===== config.mk =====
export PLATFORM = sky130hd
export DESIGN_NAME = csp_cell
export DESIGN_NICKNAME = d
export VERILOG_FILES = /design/src/rtl/core/csp_pkg.sv /design/src/rtl/core/csp_cell.sv
export SDC_FILE = /design/constraint.sdc
export NUM_CORES = 1
export LEC_CHECK = 0
export BUFFER_PORTS_ARGS = -buffer_cell sky130_fd_sc_hd__clkbuf_2
export CAP_MARGIN = 20
export CORE_UTILIZATION = 40
export CTS_CLUSTER_SIZE = 16
export DETAILED_ROUTE_END_ITERATION = 6
export PLACE_DENSITY_LB_ADDON = 0.25
export REMOVE_ABC_BUFFERS = 1
export SYNTH_ARGS = -nofsm -noshare
export SYNTH_HDL_FRONTEND = slang
export SYNTH_SLANG_ARGS = --single-unit

===== constraint.sdc =====
create_clock -name clk -period 5.1 [get_ports clk]
set_input_delay 1.02 -clock clk [delete_from_list [all_inputs] [get_ports clk]]
set_output_delay 1.02 -clock clk [all_outputs]
set_load 0.02 [all_outputs]

===== src/rtl/core/csp_pkg.sv =====
// ----------------------------------------------------------------------------
// csp_pkg: shared types and constants for the coordinate sort partitioner
// Field widths, register indexes, axis codes, state codes and the chain op.
// ----------------------------------------------------------------------------
package csp_pkg;

    localparam int MAX_ELEMS_DEF  = 64;
    localparam int COORD_BITS_DEF = 24;

    localparam int ID_W       = 16;
    localparam int PARTS_W    = 7;
    localparam int PART_ID_W  = 6;
    localparam int CFG_IDX_W  = 2;
    localparam int CFG_DATA_W = 7;

    localparam logic [CFG_IDX_W-1:0] REG_SORT_AXIS = 2'd0;
    localparam logic [CFG_IDX_W-1:0] REG_NUM_PARTS = 2'd1;

    typedef enum logic [1:0] {
        AXIS_X,
        AXIS_Y,
        AXIS_Z,
        AXIS_RADIAL
    } axis_t;

    typedef enum logic [1:0] {
        ST_LOAD,
        ST_DIV,
        ST_EMIT
    } state_t;

    typedef struct packed {
        logic ins;
        logic shf;
    } chain_op_t;

endpackage


===== src/rtl/core/csp_cell.sv =====
// ----------------------------------------------------------------------------
// csp_cell: one slot of the sorted insertion chain
// Holds a key, an id and a valid bit. On insert it keeps its entry, takes the
// new request or takes its left neighbor; on shift it takes its right neighbor.
// ----------------------------------------------------------------------------
module csp_cell #(
    parameter int KEY_W = 2 * csp_pkg::COORD_BITS_DEF
) (
    input  logic                     clk,
    input  logic                     rst_n,
    input  csp_pkg::chain_op_t       op,
    input  logic [KEY_W-1:0]         new_key,
    input  logic [csp_pkg::ID_W-1:0] new_id,
    input  logic [KEY_W-1:0]         left_key,
    input  logic [csp_pkg::ID_W-1:0] left_id,
    input  logic                     left_vld,
    input  logic                     left_gt,
    input  logic [KEY_W-1:0]         right_key,
    input  logic [csp_pkg::ID_W-1:0] right_id,
    input  logic                     right_vld,
    output logic [KEY_W-1:0]         key,
    output logic [csp_pkg::ID_W-1:0] id,
    output logic                     vld,
    output logic                     gt
);

    logic [KEY_W-1:0]         key_reg;
    logic [KEY_W-1:0]         key_next;
    logic [csp_pkg::ID_W-1:0] id_reg;
    logic [csp_pkg::ID_W-1:0] id_next;
    logic                     vld_reg;
    logic                     vld_next;

    // empty slots order after everything; equal keys keep arrival order
    assign gt = !vld_reg || (key_reg > new_key);

    always_comb
    begin
        key_next = key_reg;
        id_next  = id_reg;
        vld_next = vld_reg;
        if (op.shf)
        begin
            key_next = right_key;
            id_next  = right_id;
            vld_next = right_vld;
        end
        else if (op.ins && gt)
        begin
            if (left_gt)
            begin
                key_next = left_key;
                id_next  = left_id;
                vld_next = left_vld;
            end
            else
            begin
                key_next = new_key;
                id_next  = new_id;
                vld_next = 1'b1;
            end
        end
    end

    always_ff @(posedge clk or negedge rst_n)
    begin
        if (!rst_n)
        begin
            vld_reg <= 1'b0;
        end
        else
        begin
            vld_reg <= vld_next;
        end
    end

    always_ff @(posedge clk)
    begin
        key_reg <= key_next;
        id_reg  <= id_next;
    end

    assign key = key_reg;
    assign id  = id_reg;
    assign vld = vld_reg;

endmodule


==> results of run 1 <==
==> final timing paths <==
path,startpoint,endpoint,slack (ps),cells past startpoint
setup / recovery,new_key[47],gt,900,10
hold / removal,rst_n,vld$_DFFE_PN0P_,470,1
setup reg to reg,key[45]$_DFFE_PP_,key[32]$_DFFE_PP_,1830,8
hold reg to reg,vld$_DFFE_PN0P_,vld$_DFFE_PN0P_,760,3
max in group asynchronous,rst_n,vld$_DFFE_PN0P_,4540,1
min in group clk,vld$_DFFE_PN0P_,vld$_DFFE_PN0P_,760,3
==> kinds of logic after synthesis <==
kind of cell | count (synthesis) | share of synthesized area, %
AO/OA/AOI/OAI | 106 | 13.33
AND/OR/NAND/NOR | 101 | 9.728
buffers and inverters | 74 | 6.319
flip-flops | 65 | 43.13
multiplexers | 64 | 14.19
adder cells (fa/ha/maj) | 48 | 13.30
==> power groups by stage <==
stage	Sequential [uW]	Combinational [uW]	Clock, uW
3_5_place_dp	724	507	0
4_1_cts	714	510	600
3_3_place_gp	722	493	0
6_report	713	502	583
2_1_floorplan	811	188	0
5_1_grt	721	558	620
==> metal layers <==
metal	global-route usage, %	up-vias	wire, um
met1	22.52	1915	4964
li1	-	2164	-
met3	5.003	26	858
met5	0	-	0
met4	9.100	0	285
met2	38.54	169	6162
==> cell usage after synthesis, drive strengths merged <==
cell type  number  area, um^2
and4            1       10.01
nor2            3       11.26
o22ai           1       6.260
a31oi           2       12.51
o221ai          1       8.760
a21o            4       30.03
and3            1       6.260
o21ai          68       340.3
a221oi          1       8.760
nand4          10       68.81
nor2b           1       6.260
o211ai          1       7.510
a211o           1       8.760
o21a            3       22.52
mux2i          64       640.6
a2bb2oi         1       8.760
ha             48       600.6
a221o           1       10.01
nand2b          2       12.51
a211oi          1       7.510
buf             6       30.03
o31ai           1       12.51
dfrtp           1       25.02
a2111o          1       11.26
nor3            3       15.01
inv            53       198.9
nand3           5       25.02
o31a            1       8.760
edfxtp         64        1922
nor4            1       6.260
a21oi          18       97.60
nand2          74       277.8
clkbuf         15       56.30
==> critical path, delay by kind of cell <==
family	cells	cell delay, ps
buffers and inverters	3	300
AND/OR/NAND/NOR	4	1060
adder cells (fa/ha/maj)	1	290
AO/OA/AOI/OAI	2	500
==> final cells by class <==
cell class              count  area (um^2)  share of cell area [%]
clock inverters             5        48.80                  0.7803
clock buffers               9        225.2                   3.601
multi-input cells         319         2297                   36.73
flip-flops and latches     65         1947                   31.13
inverters                  53        198.9                   3.181
repair buffers            267         1361                   21.77
well taps                 140        175.2                   2.801
==> through the flow <==
stage | setup TNS (ps) | utilization, % | cell area, um^2
after global routing | 0 | 57.19 | 6254
after detailed placement | 0 | 54.68 | 5979
after floorplan | -53300 | - | 4428
after global placement | 0 | 54.68 | 5979
after CTS | 0 | 57.19 | 6254
final | 0 | 57.19 | 6254
==> qor.yml, run 1 <==
floorplanning:
  die_y_um: 108.2
  coreArea_um2: 10940
  dieWidth_um: 108.2
  ioPinCount: 265
  die-area_um2: 11710
  row_count: 38
  start_util_pct: 41.28
sta:
  whs_ps: 468.4
  worst_pin_slew_ps: 776.7
  finalClockSkew_ps: 8.239
  finalHoldViolations: 0
  max_slew_margin_pct: 48.22
  finalCriticalPeriod_ps: 4197
  fmax_mhz: 238.2
  setup_ws_ps: 902.6
  drv_slew: 0
  period_share_pct: 82.30
  rsz0062_at_grt: "false"
  setup_violations: 0
clocking:
  clkLatencyLatePin_ps: 330
  clkSinkCount: 65
  post_cts_buffers: 0
  cts_buffers: 9
  clk_pin_slew_worst_paths_ps: 50
  cts.htree.levels: 3
  postCtsHoldBufs: 0
  post_cts_resized: 0
  cts_tree: "yes"
  root_buffer: "clkbuf_16"
  clockBufferDepth: 2
synth:
  ys_types: 36
  ys_seq_elements: 65
  synth_area_per_cell_um2: 9.857
  yosys_warnings: 0
  synth.cell_area_um2: 4514
  synth_cells: 458
  yosysSeqAreaShare_pct: 43.13
status:
  status: "finished, final reports clean"
power_and_ir_drop:
  switching_share_pct: 30.42
  internal-power_uw: 1252
  leakage_uw: 0.003336
  netSwitchingPower_uw: 547.4
  pwr_density_cell_nw_per_um2: 287.7
  ir_drop_mv: 0.1534
  seqPwrFrac_pct: 39.6
  total_power_uw: 1799
  power_frac_comb_pct: 27.9
  p_clk_share_pct: 32.4
global_routing:
  first_global_vias: 4207
  antenna_found_initial: 0
  grt_pass1_wl_um: 18620
  grt_usage_pct: 20.89
  grt_max_degree: 82
  grt-ovfl-total: 0
worst_hold_path:
  hold_path.class: "input pin to asynchronous set/reset pin"
route:
  wirelength_um: 12270
  ant_nets: 0
  routed_via_density: 4.981
  drc: 0
  wl_per_cell_um: 14.30
  drt-pass1-iter-count: 6
  via_count: 4274
  drt-initial-drc-count: 182
setup_path:
  critPathLaunchType: "input pin"
  path_cells: "clkbuf_2, inv_1, ha_1, nand4_1, nor3_1, nand4_1, a31oi_1, o31ai_2, nand2_1, clkbuf_2"
  path_class: "input pin to output pin"
  crit_path_end_kind: "output pin"
  cp_slowest_cell: "nor3_1"
  arrival_ps: 3180
  required_ps: 4080
  path_max_fanout: 3
  cp_slowest_stage_delay_ps: 520
final_layout:
  largest_reg_flops: 48
  final_common_cell: "clkbuf_2"
  drive_gt1_share_pct: 39.83
  fin_cells: 858
  layout.nets: 962
  fillers: 984
  antenna-diode-count: 0
  final_cell_mix: "clkbuf_2 (262), nand2_1 (74), o21ai_0 (67)"
  syn2layout_area_growth_pct: 38.53
place:
  gp_congestion: 0.8137
  portBuffers: 264
  dpl.cell_count: 844
  place_ws_ps: 937.0
  post-dp-hpwl_um: 9926
flow_run:
  maxCapViolations: 0
Note: power is estimated with default switching activity, not from simulation.
==> run 2, diff against run 1 <==
--- a/config.mk
+++ b/config.mk
@@ -7,7 +7,7 @@
 export LEC_CHECK = 0
 export BUFFER_PORTS_ARGS = -buffer_cell sky130_fd_sc_hd__clkbuf_2
 export CAP_MARGIN = 20
-export CORE_UTILIZATION = 40
+export CORE_UTILIZATION = 45
 export CTS_CLUSTER_SIZE = 16
 export DETAILED_ROUTE_END_ITERATION = 6
 export PLACE_DENSITY_LB_ADDON = 0.25
==> constraint.sdc (replaced) <==
create_clock -name clk -period 4.3 [get_ports clk]
set_input_delay 0.86 -clock clk [delete_from_list [all_inputs] [get_ports clk]]
set_output_delay 0.86 -clock clk [all_outputs]
set_load 0.02 [all_outputs]
==> run 2 against run 1 <==
Die area down 11%; critical path depth is the same; global-route usage increased by 3.1 points; utilization grew 6.5 points; final area decreased by 0.98%; setup slack got worse by 300 ps; clock power down 1%.
==> qor.yml, run 2 (synthesis results as in run 1) <==
setup_path:
  path_class: "input pin to output pin"
  r2r_cells: 8  # unchanged
  path_cells: "clkbuf_2, inv_1, ha_1, nand4_1, nor3_1, a221o_1, o31a_1, o31ai_2, nand2_1, clkbuf_2"
  reg2reg_from: "key[39]$_DFFE_PP_"
  path_max_fanout: 3  # unchanged
  path_common_cell: "clkbuf_2"
  critPathLaunchType: "input pin"
  r2r_slack_ps: 1360  # -470 ps
  cp_slowest_stage_delay_ps: 420  # -100 ps
  arrival_ps: 2840  # -340 ps
  worst_r2r_endpoint: "key[40]$_DFFE_PP_"
  critPathTopFamily: "compound AO/OA/AOI/OAI gates"
  crit_path_end_kind: "output pin"
  cp_slowest_cell: "o31ai_2"
  path_buf_inv: 3  # unchanged
  required_ps: 3440  # -640 ps
clocking:
  postCtsHoldBufs: 0  # unchanged
  clkSinkCount: 65  # unchanged
  post_cts_buffers: 0  # unchanged
  clk_pin_slew_worst_paths_ps: 70  # +20 ps
  post_cts_resized: 0  # unchanged
  cts_tree: "yes"
  cts_buffers: 9  # unchanged
  root_buffer: "clkbuf_8"
  clockBufferDepth: 2  # unchanged
  cts.htree.levels: 3  # unchanged
  clkLatencyLatePin_ps: 350  # +20 ps
sta:
  finalClockSkew_ps: 10.47  # +2.230 ps
  fmax_mhz: 270.3
  setup_violations: 0  # unchanged
  finalHoldViolations: 0  # unchanged
  worst_pin_slew_ps: 732.1  # -44.62 ps
  max_slew_margin_pct: 51.19  # +3.0 points
  drv_slew: 0  # unchanged
  setup_ws_ps: 600.3  # -302.3 ps
  finalCriticalPeriod_ps: 3700
  period_share_pct: 86.04
  rsz0062_at_grt: "false"
power_and_ir_drop:
  internal-power_uw: 1372  # +9.6%
  power_frac_comb_pct: 29.7  # +1.8 points
  total_power_uw: 2020  # +12%
  netSwitchingPower_uw: 647.5  # +18%
  pwr_density_cell_nw_per_um2: 326.2  # +13%
  p_clk_share_pct: 28.6  # -3.8 points
  switching_share_pct: 32.06  # +1.6 points
  leakage_uw: 0.003308  # -0.84%
  seqPwrFrac_pct: 41.7  # +2.1 points
  ir_drop_mv: 0.1880  # +23%
route:
  wl_per_cell_um: 14.75  # +3.1%
  ant_nets: 0  # unchanged
  via_count: 4338  # +1.5%
  wirelength_um: 12620  # +2.9%
  routed_via_density: 5.068  # +1.7%
  drc: 0  # unchanged
  drt-initial-drc-count: 96  # -47%
  drt-pass1-iter-count: 4  # -2
global_routing:
  antenna_found_initial: 0  # unchanged
  grt_usage_pct: 23.96  # +3.1 points
  grt_pass1_wl_um: 18750  # +0.74%
  grt-ovfl-total: 0  # unchanged
  grt_max_degree: 72  # -12%
  first_global_vias: 4164  # -1.0%
final_layout:
  largest_reg_flops: 48  # unchanged
  fillers: 869  # -12%
  drive_gt1_share_pct: 39.97  # +0.14 points
  layout.nets: 965  # +0.31%
  final_common_cell: "clkbuf_2"
  syn2layout_area_growth_pct: 37.17
  final_cell_mix: "clkbuf_2 (262), nand2_1 (74), o21ai_0 (67)"
  antenna-diode-count: 0  # unchanged
flow_run:
  maxCapViolations: 0  # unchanged
status:
  status: "finished, final reports clean"
place:
  gp_congestion: 0.8341  # +2.5%
  place_ws_ps: 597.4  # -339.6 ps
  post-dp-hpwl_um: 10350  # +4.3%
  portBuffers: 264  # unchanged
floorplanning:
  start_util_pct: 46.40  # +5.1 points
  row_count: 36  # -5.3%
  die_y_um: 102.2  # -5.6%
  coreArea_um2: 9729  # -11%
  ioPinCount: 265  # unchanged
  die-area_um2: 10440  # -11%
  dieWidth_um: 102.2  # -5.6%
worst_hold_path:
  hold_path.class: "input pin to asynchronous set/reset pin"
## run 2: changes by cell type in the layout (fill, tap and decap cells not counted), sizes merged
cell      change
bufinv        +1
clkinv        -2
buf           +3
clkinvlp      +1
clkbuf        +2
## run 2: area by class of cell
cell class,count,area (um^2),share of cell area (%)
Inverter,53,198.9,3.213
Tap cell,133,166.4,2.687
Sequential cell,65,1947,31.44
Clock buffer,11,131.4,2.122
Clock inverter,5,80.08,1.293
Multi-Input combinational cell,319,2297,37.10
Timing Repair Buffer,270,1371,22.15
## run 2: worst reg2reg max path: cells and delay by family, from the launching register on
kind | cells | cell delay, ps
AOI/OAI and AO/OA | 3 | 600
and+or+nand+nor | 3 | 730
DFF | 1 | 420
adders and majority gates | 1 | 340
buffers and inverters | 1 | 490
## run 2: per-stage QoR
step / TNS (ps) / cell area [um^2] / hold WS [ps] / instances / util, %
final: 0 / 6192 / 271.9 / 856 / 63.64
after CTS: 0 / 6192 / 249.9 / 856 / 63.64
after global placement: 0 / 5981 / 635.0 / 840 / 61.47
after detailed placement: 0 / 5981 / 637.0 / 840 / 61.47
after floorplan: -94260 / 4428 / 564.4 / 437 / -
after global routing: 0 / 6192 / 255.9 / 856 / 63.64
## run 2: metal layers
metal	wire (um)	global-route usage [%]	share of wire, %
met2	6651	44.91	53
met1	4792	24.84	38
met3	927	6.703	7.3
met5	0	0	0
met4	252	10.33	2.0
## run 2: power by group through the flow
stage / combinational (uW) / clock, uW / sequential (uW)
2_1_floorplan: 222 / 0 / 961
4_1_cts: 607 / 590 / 844
3_3_place_gp: 584 / 0 / 854
5_1_grt: 666 / 610 / 853
6_report: 600 / 577 / 843
3_5_place_dp: 604 / 0 / 858
## run 2: worst max path at each step
| stage | from | depth (start not counted) | to |
|---|---|---|---|
| floorplan | new_key[1] | 8 | id[0]$_DFFE_PP_ |
| global placement | new_key[27] | 10 | gt |
| detailed placement | new_key[27] | 10 | gt |
| CTS | new_key[27] | 10 | gt |
| global route | new_key[27] | 10 | gt |
| finish | new_key[34] | 10 | gt |
