## src/rtl/core/csp_pkg.sv

```systemverilog
// ----------------------------------------------------------------------------
// csp_pkg: shared types and constants for the coordinate sort partitioner
// Field widths, register indexes, axis codes, state codes and the chain op.
// ----------------------------------------------------------------------------
package csp_pkg;

    localparam int MAX_ELEMS_DEF  = 64;
    localparam int COORD_BITS_DEF = 24;

    localparam int ID_W       = 16;
    localparam int PARTS_W    = 7;
    localparam int PART_ID_W  = 6;
    localparam int CFG_IDX_W  = 2;
    localparam int CFG_DATA_W = 7;

    localparam logic [CFG_IDX_W-1:0] REG_SORT_AXIS = 2'd0;
    localparam logic [CFG_IDX_W-1:0] REG_NUM_PARTS = 2'd1;

    typedef enum logic [1:0] {
        AXIS_X,
        AXIS_Y,
        AXIS_Z,
        AXIS_RADIAL
    } axis_t;

    typedef enum logic [1:0] {
        ST_LOAD,
        ST_DIV,
        ST_EMIT
    } state_t;

    typedef struct packed {
        logic ins;
        logic shf;
    } chain_op_t;

endpackage

```

## src/rtl/core/csp_div.sv

```systemverilog
// ----------------------------------------------------------------------------
// csp_div: radix-2 restoring divider for the partition size
// Divides the element count by the partition count, one quotient bit a cycle.
// ----------------------------------------------------------------------------
module csp_div #(
    parameter int CNT_W = 7
) (
    input  logic                        clk,
    input  logic                        rst_n,
    input  logic                        start,
    input  logic [CNT_W-1:0]            dividend,
    input  logic [csp_pkg::PARTS_W-1:0] divisor,
    output logic                        done,
    output logic [CNT_W-1:0]            quotient
);

    localparam int STEP_W = $clog2(CNT_W + 1);

    logic                        busy_reg;
    logic                        busy_next;
    logic                        done_reg;
    logic                        done_next;
    logic [STEP_W-1:0]           step_reg;
    logic [STEP_W-1:0]           step_next;
    logic [csp_pkg::PARTS_W-1:0] rem_reg;
    logic [csp_pkg::PARTS_W-1:0] rem_next;
    logic [csp_pkg::PARTS_W-1:0] dvs_reg;
    logic [csp_pkg::PARTS_W-1:0] dvs_next;
    logic [CNT_W-1:0]            dq_reg;
    logic [CNT_W-1:0]            dq_next;
    logic [csp_pkg::PARTS_W:0]   trial;
    logic [csp_pkg::PARTS_W:0]   diff;

    assign trial = {rem_reg, dq_reg[CNT_W-1]};
    assign diff  = trial - {1'b0, dvs_reg};

    always_comb
    begin
        busy_next = busy_reg;
        done_next = 1'b0;
        step_next = step_reg;
        rem_next  = rem_reg;
        dvs_next  = dvs_reg;
        dq_next   = dq_reg;
        if (start)
        begin
            busy_next = 1'b1;
            step_next = '0;
            rem_next  = '0;
            dvs_next  = divisor;
            dq_next   = dividend;
        end
        else if (busy_reg)
        begin
            if (!diff[csp_pkg::PARTS_W])
            begin
                rem_next = diff[csp_pkg::PARTS_W-1:0];
                dq_next  = {dq_reg[CNT_W-2:0], 1'b1};
            end
            else
            begin
                rem_next = trial[csp_pkg::PARTS_W-1:0];
                dq_next  = {dq_reg[CNT_W-2:0], 1'b0};
            end
            step_next = STEP_W'(step_reg + 1'b1);
            if (step_reg == STEP_W'(CNT_W - 1))
            begin
                busy_next = 1'b0;
                done_next = 1'b1;
            end
        end
    end

    always_ff @(posedge clk or negedge rst_n)
    begin
        if (!rst_n)
        begin
            busy_reg <= 1'b0;
            done_reg <= 1'b0;
            step_reg <= '0;
        end
        else
        begin
            busy_reg <= busy_next;
            done_reg <= done_next;
            step_reg <= step_next;
        end
    end

    always_ff @(posedge clk)
    begin
        rem_reg <= rem_next;
        dvs_reg <= dvs_next;
        dq_reg  <= dq_next;
    end

    assign done     = done_reg;
    assign quotient = dq_reg;

endmodule

```

## config.mk

```make
export PLATFORM = sky130hd
export DESIGN_NAME = csp_div
export DESIGN_NICKNAME = d
export VERILOG_FILES = /design/src/rtl/core/csp_pkg.sv /design/src/rtl/core/csp_div.sv
export SDC_FILE = /design/constraint.sdc
export NUM_CORES = 1
export LEC_CHECK = 0
export BUFFER_PORTS_ARGS = -buffer_cell sky130_fd_sc_hd__buf_4
export CORE_MARGIN = 2
export CORE_UTILIZATION = 30
export DETAILED_ROUTE_END_ITERATION = 10
export GPL_TIMING_DRIVEN = 0
export HOLD_SLACK_MARGIN = 0.08
export PLACE_DENSITY = 0.6
export SLEW_MARGIN = 20
export SYNTH_ARGS = -nofsm -noshare
export SYNTH_HDL_FRONTEND = slang
export SYNTH_SLANG_ARGS = --single-unit
```

## constraint.sdc

```tcl
create_clock -name clk -period 4.5 [get_ports clk]
set_input_delay 0.675 -clock clk [delete_from_list [all_inputs] [get_ports clk]]
set_output_delay 0.675 -clock clk [all_outputs]
set_load 0.05 [all_outputs]
```

==> results of run 1 <==
-- layout by cell type, fill, tap and decap left out, types with 2 or more instances in the layout --
cell	count
a31o_2	2
o21ai_1	6
a211oi_1	2
edfxtp_1	14
buf_4	24
nand2_1	5
ha_1	9
a311oi_1	5
a21o_1	2
clkbuf_1	3
dfxtp_1	7
nor3b_1	2
nand3_1	5
mux2_2	6
dfrtp_1	5
a21oi_1	4
a31oi_4	2
xor2_1	3
inv_1	11
clkbuf_8	3
xnor2_1	2
nor2_1	15
-- kinds of logic after synthesis --
group / after synthesis / share of synthesized area [%]
AOI/OAI and AO/OA: 34 / 19.9
xor gates and xnor gates: 5 / 3.00
adders and majority gates: 10 / 9.09
buffers and inverters: 15 / 3.86
DFF: 26 / 47.0
muxes: 6 / 4.63
and+or+nand+nor: 36 / 12.5
-- worst max-delay path, stage by stage (launching register included) --
cell       delay (ps)
edfxtp_1          430
inv_1              80
ha_1              170
inv_1              60
fa_1              400
a211o_1           330
a2111oi_2         280
nand3b_1          150
nand3_1            80
a311oi_1          250
-- power groups by stage --
| stage | Clock [mW] | Combinational [mW] | Sequential [mW] |
|---|---|---|---|
| after detailed placement | 0 | 0.211 | 0.302 |
| after floorplan | 0 | 0.134 | 0.325 |
| after global placement | 0 | 0.205 | 0.301 |
| after CTS | 0.203 | 0.213 | 0.297 |
| after global routing | 0.208 | 0.233 | 0.300 |
| final | 0.197 | 0.211 | 0.296 |
-- worst min path at each step --
stage,start,end,slack [ps],cells after the start
floorplan,rst_n,busy_reg$_DFF_PN0_,380,0
global placement,rst_n,step_reg[2]$_DFFE_PN0P_,480,1
detailed placement,rst_n,step_reg[0]$_DFFE_PN0P_,480,1
CTS,rst_n,done$_DFF_PN0_,170,1
global route,rst_n,done$_DFF_PN0_,180,1
finish,rst_n,done$_DFF_PN0_,180,1
-- metrics by stage --
| step | utilization (%) | hold slack (ps) | setup slack, ps | instance area, sq um |
|---|---|---|---|---|
| after floorplan | - | 379 | 2100 | 1460 |
| after global placement | 36.4 | 478 | 2250 | 1710 |
| after detailed placement | 36.4 | 482 | 2190 | 1710 |
| after CTS | 37.9 | 173 | 2150 | 1780 |
| after global routing | 37.9 | 176 | 2010 | 1780 |
| final | 37.9 | 181 | 2190 | 1780 |
-- cell type report --
cell class / instances / area share, %
clock inverters: 1 / 1.69
inverters: 11 / 2.32
well taps: 54 / 3.80
flip-flops and latches: 26 / 38.6
plain buffers: 4 / 0.844
multi-input cells: 91 / 40.3
clock buffers: 3 / 2.32
repair buffers: 24 / 10.1
-- per-layer routing --
| layer | share of wire [%] | vias up | track usage, % |
|---|---|---|---|
| met4 | 2.6 | 0 | 7.47 |
| met1 | 43 | 535 | 14.2 |
| li1 | - | 546 | - |
| met2 | 49 | 35 | 20.1 |
| met5 | 0 | - | 0 |
| met3 | 4.7 | 6 | 1.92 |
==> out/metrics.yaml, run 1 <==
cells_and_area:
  num_antenna_cells: 0
  areaGrowthSynthToFinish_pct: 21.9
  nFillCells: 467
  seq_area_sq_um: 686
  multi_input_area_sq_um: 717
  drive_gt1_share_pct: 27.5
  fin_nets: 188
  final_cell_count_no_fill: 214
die:
  die_w_um: 73.7
  fp.dieH_um: 73.7
  ios: 25
  die_area_sq_um: 5440
  initial_core_util_pct: 31.1
  core_sq_um: 4690
  fp-row-count: 25
clock_tree:
  post-cts-setup-buffers: 0
  hold_buffers: 0
  cts_resized: 0
  clk_pin_slew_ps: 90
  htreeDepth: 1
  clock_sinks: 26
  cts-root-buf: "clkbuf_8"
  cts_tree: "yes"
  cts_buffers: 3
  clk_latency_ps: 280
  cts_buffer_depth: 2
sta:
  max_freq_mhz: 432
  fin_crit_sh_pct: 51.4
  tightest_slew_ps: 483
  drv_slew: 0
  min_period_ps: 2310
  tns_ps: 0
  setup_violations: 0
  fin_skew_ps: 4.15
  hold_viol: 0
  relSlewSlack_pct: 67.8
  rsz0062_at_grt: "no"
detailed_routing:
  dr.pass1.iters: 4
  drc: 0
  wl_per_cell_um: 13.6
  post_drt_via_cell_ratio: 5.24
  vias: 1122
  drtIter0Drc: 45
  antenna_left: 0
  wirelength_mm: 2.92
worst_setup_path:
  worstSetupPathType: "reg2reg"
  cp.required_ps: 4690
  end_kind: "flip-flop"
  crit_start: "quotient[6]$_DFFE_PP_"
  startpoint_type: "flip-flop"
  r2r_slack_ps: 2190
  r2r-start: "quotient[6]$_DFFE_PP_"
  worst_r2r_endpoint: "rem_reg[6]$_SDFFE_PP0P_"
  crit_arrival_ps: 2500
  endpoint: "rem_reg[6]$_SDFFE_PP0P_"
  worst-r2r-cell-count: 9
  crit_path_max_fanout: 3
synth:
  post-synth-top-count-cell: "nor2_1"
  synth-edff-count: 14
  ys_ff_latch: 26
  async_flop_share_pct: 19.2
  synthCells: 132
  syn_nets: 159
  yosysTopAreaCellShare_pct: 28.8
  ys_warn_count: 0
  synth_area_sq_um: 1460
  syn_area_per_cell_sq_um: 11.1
  seq_area_frac_synth_pct: 47.0
  synth.largest_area_cell: "edfxtp_1"
  synth-main-ff-cell: "edfxtp_1"
  yosys-top-cells-count: "nor2_1 (15), edfxtp_1 (14), inv_1 (11)"
  synth.area.top_cells: "edfxtp_1 (29%), dfxtp_1 (9.6%), dfrtp_1 (8.6%)"
  ys_types: 42
status:
  status: "finished clean"
global_routing:
  grt_pass1_vias: 1151
  grt_overflow_total: 0
  grt_util_all_layers_pct: 12.0
  grt_max_degree: 16
  antenna_found_initial: 0
  grt_pass1_wl_mm: 5.02
power:
  p_switching_uw: 218
  p_clk_share_pct: 28.0
  p_int_uw: 487
  ir_drop_uv: 186
  seq_power_share_pct: 42.0
  sw_frac_of_total_pct: 30.9
  p_per_area_nw_per_um2: 396
  total_power_uw: 705
  p_leak_nw: 0.743
  combPwrFrac_pct: 30.0
placement:
  hpwl_mm: 2.20
  dpl.cell_count: 210
  port_buffers: 24
  routabilityCongestion: 0.740
job:
  drv_cap: 0
worst_hold_path:
  worst_hold_path_type: "in2async"
Note: power is estimated with default switching activity, not from simulation.
==> run 2, diff against run 1 <==
ABC_AREA = 1   (was not set)
PLACE_DENSITY = 0.62   (was 0.6)
clock period = 2.1 ns   (was 4.5 ns; I/O delays follow)
==> run 2 against run 1 <==
Sequential power increased by 140%. Register-to-register slack got worse by 1800 ps. Final area rose by 4.0%. Area after synthesis up 3.1%. Count of clock-buffer cells in the layout stayed put. Total power rose to 3.0 times the previous value. Critical path type unchanged. Highest routed layer unchanged.
==> out/metrics.yaml, run 2 <==
status:
  status: "finished clean"
placement:
  routabilityCongestion: 0.783  # +5.8%
  placed_area_sq_um: 1770  # +3.6%
  port_buffers: 24  # unchanged
  dpl.cell_count: 270  # +29%
  hpwl_mm: 2.13  # -3.2%
synth:
  synth_area_sq_um: 1500  # +3.1%
  synthCells: 179  # +36%
  yosysTopAreaCellShare_pct: 28.0  # -0.86 points
  ys_ff_latch: 26  # unchanged
  syn_nets: 206  # +30%
  ys_warn_count: 0  # unchanged
  yosys-top-cells-count: "nand2_1 (63), inv_1 (27), nand3_1 (15)"
  seq_area_frac_synth_pct: 45.6  # -1.4 points
  synth-main-ff-cell: "edfxtp_1"
  synth.largest_area_cell: "edfxtp_1"
  ys_types: 27  # -36%
  post-synth-top-count-cell: "nand2_1"
  synth.area.top_cells: "edfxtp_1 (28%), nand2_1 (16%), dfxtp_1 (9.3%)"
  syn_area_per_cell_sq_um: 8.40  # -24%
  async_flop_share_pct: 19.2  # unchanged
  synth-edff-count: 14  # unchanged
sta:
  drv_slew: 0  # unchanged
  tns_ps: 0  # unchanged
  max_freq_mhz: 570  # +32%
  hold_viol: 0  # unchanged
  setup_violations: 0  # unchanged
  relSlewSlack_pct: 70.8  # +3.0 points
  rsz0062_at_grt: "no"
  fin_hold_ws_ps: 203  # +22.2 ps
  fin_crit_sh_pct: 83.6  # +32 points
  min_period_ps: 1760  # -557 ps
  tightest_slew_ps: 437  # -45.5 ps
  fin_skew_ps: 8.20  # +4.04 ps
worst_setup_path:
  end_kind: "flip-flop"
  startpoint_type: "flip-flop"
  r2r-start: "quotient[6]$_DFFE_PP_"
  worstSetupPathType: "reg2reg"
  worst-r2r-cell-count: 10  # +1
  cp_common_cell: "nand3_1"
  slowest_stage: "fa_1"
  crit_path_max_fanout: 3  # unchanged
  crit_start: "quotient[6]$_DFFE_PP_"
  cp.required_ps: 2270  # -2420 ps
  r2r_slack_ps: 340  # -1840 ps
  crit_family: "adder cells"
  slowest_delay_ps: 420  # about the same
  crit_arrival_ps: 1930  # -570 ps
  cp_num_buf_inv: 2  # unchanged
  path_cells: "inv_1 -> ha_1 -> inv_2 -> fa_1 -> nand3_1 -> nand3_1 -> xnor2_1 -> nand2_1 -> nand3_1 -> nand2_1"
  worst_r2r_endpoint: "rem_reg[4]$_SDFFE_PP0P_"
cells_and_area:
  num_antenna_cells: 0  # unchanged
  final_cell_count_no_fill: 275  # +29%
  areaGrowthSynthToFinish_pct: 23.0
  fin_nets: 236  # +26%
  final_common_cell: "nand2_1"
  drive_gt1_share_pct: 20.7  # -6.8 points
  final_area_sq_um: 1850  # +4.0%
  final_cell_mix: "nand2_1 (63), inv_1 (27), buf_4 (24)"
detailed_routing:
  drtIter0Drc: 15  # -67%
  drc: 0  # unchanged
  wl_per_cell_um: 10.0  # -26%
  post_drt_via_cell_ratio: 4.31  # -18%
  vias: 1184  # +5.5%
  wirelength_mm: 2.76  # -5.3%
  dr.pass1.iters: 4  # unchanged
  antenna_left: 0  # unchanged
power:
  p_leak_nw: 0.931  # +25%
  p_per_area_nw_per_um2: 1140  # +190%
  ir_drop_uv: 522  # +180%
die:
  fp-row-count: 25  # unchanged
  fp.dieH_um: 74.8  # +1.5%
  core_sq_um: 4790  # +2.0%
  ios: 25  # unchanged
  die_w_um: 74.8  # +1.5%
  die_area_sq_um: 5600  # +2.9%
  initial_core_util_pct: 31.4  # +0.33 points
clock_tree:
  clock_sinks: 26  # unchanged
  cts_buffer_depth: 2  # unchanged
  clk_pin_slew_ps: 90  # about the same
  cts_buffers: 3  # unchanged
  cts_tree: "yes"
  post-cts-setup-buffers: 0  # unchanged
  cts-root-buf: "clkbuf_8"
  clk_latency_ps: 280  # about the same
  htreeDepth: 1  # unchanged
worst_hold_path:
  min_to: "dvs_reg[0]$_DFFE_PP_"
  worstHoldStart: "divisor[0]"
  worst_hold_path_type: "in2reg"
  whs_path_depth: 1
global_routing:
  grt_overflow_total: 0  # unchanged
  grt_max_degree: 16  # unchanged
  grt_pass1_vias: 1125  # -2.3%
  grt_util_all_layers_pct: 11.2  # -0.76 points
  grt_pass1_wl_mm: 4.84  # -3.6%
  antenna_found_initial: 0  # unchanged
job:
  drv_cap: 0  # unchanged
==> run 2: cell types whose count changed after synthesis, sizes merged, moves of 3 or more <==
cell | before | now
a311oi | 5 | 0
inv | 11 | 28
mux2 | 6 | 0
nand2 | 5 | 70
nand3 | 5 | 17
nand3b | 1 | 4
nor2 | 15 | 9
o21ai | 7 | 2
==> run 2: cell families after synthesis <==
logic type,share of synthesized area (%)
AOI/OAI and AO/OA,3.24
xor gates and xnor gates,1.75
adders and majority gates,8.82
buffers and inverters,8.15
DFF,45.6
and+or+nand+nor,32.4
==> run 2: metrics by stage <==
stage / utilization [%] / power (mW) / setup slack (ps)
final: 38.6 / 2.10 / 345
after detailed placement: 36.9 / 1.69 / 371
after global routing: 38.6 / 2.29 / 211
after floorplan: - / 1.48 / 209
after global placement: 36.9 / 1.67 / 379
after CTS: 38.6 / 2.12 / 338
==> run 2: worst reg2reg max path: cells and delay by family, from the launching register on <==
kind                       cells  cell delay, ps
adders and majority gates      2             580
DFF                            1             410
and+or+nand+nor                5             370
xor gates and xnor gates       1             150
buffers and inverters          2             140
==> run 2: worst max-delay path by stage <==
stage                              end  cells after the start
2_1_floorplan  rem_reg[4]$_SDFFE_PP0P_                     10
3_3_place_gp   rem_reg[4]$_SDFFE_PP0P_                     10
3_5_place_dp   rem_reg[4]$_SDFFE_PP0P_                     10
4_1_cts        rem_reg[4]$_SDFFE_PP0P_                     10
5_1_grt        rem_reg[4]$_SDFFE_PP0P_                     10
6_report       rem_reg[4]$_SDFFE_PP0P_                     10
==> run 2: timing repair <==
item	CTS	global route
hold buffers	1	0
hold endpoints to repair	5	0
resized for setup	0	0
setup endpoints to repair	0	0
==> run 2: layer usage <==
| layer | vias to the layer above | global-route usage (%) | part of all wire, % |
|---|---|---|---|
| met4 | 0 | 5.36 | 2.5 |
| met1 | 535 | 14.6 | 48 |
| li1 | 623 | - | - |
| met3 | 5 | 1.61 | 2.7 |
| met2 | 21 | 18.5 | 47 |
| met5 | - | 0 | 0 |
==> run 2: layout make-up <==
type | instances | area, sq um
fill | 487 | 2940
inverter | 29 | 109
timing repair buffer | 25 | 190
clock buffer | 3 | 41.3
clock inverter | 1 | 30.0
tap | 67 | 83.8
sequential | 26 | 686
multi-input combinational | 123 | 696
buffer | 1 | 13.8
==> run 2: power breakdown <==
group	total, mW	internal (mW)	switching [mW]
combinational	0.977	0.378	0.598
sequential	0.710	0.640	0.0695
clock	0.418	0.255	0.163
==> run 3, diff against run 2 <==
ABC_AREA = 0   (was 1)
clock period = 1.6 ns   (was 2.1 ns; I/O delays follow)
==> run 3 against run 2 <==
The flow now finishes with violations (negative setup slack). Critical path depth is 1 lower. Final area is 3.1% higher. Sequential power is 19% higher. Die area is 2.8% lower. Final cell count is 20% lower. Clock skew is 1.7 ps higher.
==> out/metrics.yaml, run 3 (synthesized netlist as in run 1, its figures left out) <==
power:
  p_per_area_nw_per_um2: 1060  # -7.3%
  ir_drop_uv: 816  # +56%
  p_leak_nw: 0.778  # -17%
sta:
  max_freq_mhz: 459  # -19%
  drv_slew: 0  # unchanged
  fin_hold_ws_ps: 141  # -62.5 ps
  setup_violations: 8  # +8
  fin_skew_ps: 9.88  # +1.68 ps
  hold_viol: 0  # unchanged
  fin_crit_sh_pct: 136  # +53 points
  fin_ws_ps: -579  # -924 ps
  rsz0062_at_grt: "yes"
  tightest_slew_ps: 477  # +40.0 ps
  min_period_ps: 2180  # +424 ps
  relSlewSlack_pct: 68.2  # -2.6 points
worst_hold_path:
  whs_path_depth: 1  # unchanged
  min_to: "dvs_reg[6]$_DFFE_PP_"
  worstHoldStart: "divisor[6]"
  worst_hold_path_type: "in2reg"
placement:
  routabilityCongestion: 0.758  # -3.2%
  hpwl_mm: 2.09  # -1.5%
  port_buffers: 24  # unchanged
status:
  failed_checks: "negative setup slack"
  status: "finished, violations left"
global_routing:
  grt_pass1_wl_mm: 4.75  # -1.8%
  grt_max_degree: 16  # unchanged
  antenna_found_initial: 0  # unchanged
  grt_pass1_vias: 1051  # -6.6%
  grt_util_all_layers_pct: 11.4  # +0.12 points
  grt_overflow_total: 0  # unchanged
worst_setup_path:
  r2r-start: "quotient[6]$_DFFE_PP_"
  cp.required_ps: 1800  # -470 ps
  crit_path_max_fanout: 3  # unchanged
  worstSetupPathType: "reg2reg"
  r2r_slack_ps: -580  # -920 ps
  end_kind: "flip-flop"
  crit_arrival_ps: 2380  # +450 ps
  worst_r2r_endpoint: "rem_reg[6]$_SDFFE_PP0P_"
  startpoint_type: "flip-flop"
  worst-r2r-cell-count: 9  # -1
cells_and_area:
  final_common_cell: "buf_4"
  nFillCells: 461  # -5.3%
  num_antenna_cells: 0  # unchanged
  final_cell_mix: "buf_4 (28), nor2_1 (14), edfxtp_1 (14)"
  drive_gt1_share_pct: 37.6  # +17 points
  fin_nets: 193  # -18%
  areaGrowthSynthToFinish_pct: 30.7
  seq_area_sq_um: 686  # unchanged
  fin_util_pct: 40.6  # +2.0 points
  multi_input_area_sq_um: 802  # +15%
clock_tree:
  cts_tree: "yes"
  clk_pin_slew_ps: 100  # about the same
  cts_buffers: 3  # unchanged
  cts-root-buf: "clkbuf_8"
  clk_latency_ps: 280  # about the same
  htreeDepth: 1  # unchanged
  clock_sinks: 26  # unchanged
  cts_buffer_depth: 2  # unchanged
detailed_routing:
  post_drt_via_cell_ratio: 4.94  # +15%
  drtIter0Drc: 40  # +25
  vias: 1081  # -8.7%
  wl_per_cell_um: 12.7  # +26%
  drc: 0  # unchanged
  wirelength_mm: 2.78  # +0.58%
  antenna_left: 0  # unchanged
  dr.pass1.iters: 4  # unchanged
die:
  fp.dieH_um: 73.7  # -1.4%
  core_sq_um: 4690  # -2.0%
  fp-row-count: 25  # unchanged
  ios: 25  # unchanged
  die_w_um: 73.7  # -1.4%
  initial_core_util_pct: 31.1  # -0.33 points
  die_area_sq_um: 5440  # -2.8%
job:
  drv_cap: 0  # unchanged
==> run 3: changes by cell type in the layout (fill, tap and decap cells not counted), sizes merged, moves of 6 or more <==
cell	delta
nor2	+6
nand3	-12
mux2	+6
buf	+6
inv	-17
nand2	-65
==> run 3: how the worst max path moves through the flow <==
stage,slack [ps],from,end,cells after the start
global placement,-650,quotient[6]$_DFFE_PP_,rem_reg[6]$_SDFFE_PP0P_,9
CTS,-580,quotient[6]$_DFFE_PP_,rem_reg[6]$_SDFFE_PP0P_,9
floorplan,-780,quotient[6]$_DFFE_PP_,rem_reg[6]$_SDFFE_PP0P_,9
detailed placement,-680,quotient[6]$_DFFE_PP_,rem_reg[6]$_SDFFE_PP0P_,9
global route,-730,quotient[6]$_DFFE_PP_,rem_reg[6]$_SDFFE_PP0P_,9
finish,-580,quotient[6]$_DFFE_PP_,rem_reg[6]$_SDFFE_PP0P_,9
==> run 3: what timing repair did <==
item	in CTS	in global routing
hold endpoints to repair	5	0
setup buffers	3	2
hold buffers	1	0
endpoints found under the setup margin	15	15
cloned	0	0
resized for setup	12	4
pin swaps	9	4
==> run 3: layer usage <==
metal | wire length (um) | share of wire [%] | up-vias | GRT usage [%]
met1 | 1360 | 49 | 504 | 14.2
met2 | 1280 | 46 | 21 | 19.3
li1 | - | - | 554 | -
met4 | 17 | 0.61 | 0 | 2.42
met3 | 119 | 4.3 | 2 | 3.29
met5 | 0 | 0 | - | 0
==> run 3: area by class of cell <==
type | instances | area share [%]
sequential | 26 | 36.0
clock buffer | 4 | 3.48
timing repair buffer | 30 | 12.1
multi-input combinational | 91 | 42.1
buffer | 3 | 0.656
tap | 54 | 3.54
inverter | 11 | 2.17
==> run 3: metrics by stage <==
stage / area [sq um] / instances / power [mW] / setup slack (ps) / setup TNS, ps
floorplan: 1470 / 132 / 1.30 / -780 / -4360
global placement: 1720 / 210 / 1.44 / -649 / -3400
detailed placement: 1720 / 210 / 1.45 / -680 / -3710
CTS: 1880 / 218 / 1.99 / -584 / -2910
global route: 1910 / 219 / 2.13 / -732 / -3870
finish: 1910 / 219 / 2.01 / -579 / -2790
==> run 3: power by group <==
part,total [mW],internal [mW],leakage (nW),switching (mW)
sequential,0.842,0.782,0.264,0.0599
combinational,0.680,0.312,0.480,0.368
clock,0.490,0.272,0.0339,0.217
total,2.01,1.37,0.778,0.645
==> run 3: critical path, cell delays in order, from the launching register on <==
cell and delay [ps]:
edfxtp_1 400, inv_1 80, ha_2 180, inv_2 40, fa_2 330, a211o_1 310
a2111oi_2 280, nand3b_1 160, nand3_1 90, a311oi_2 240
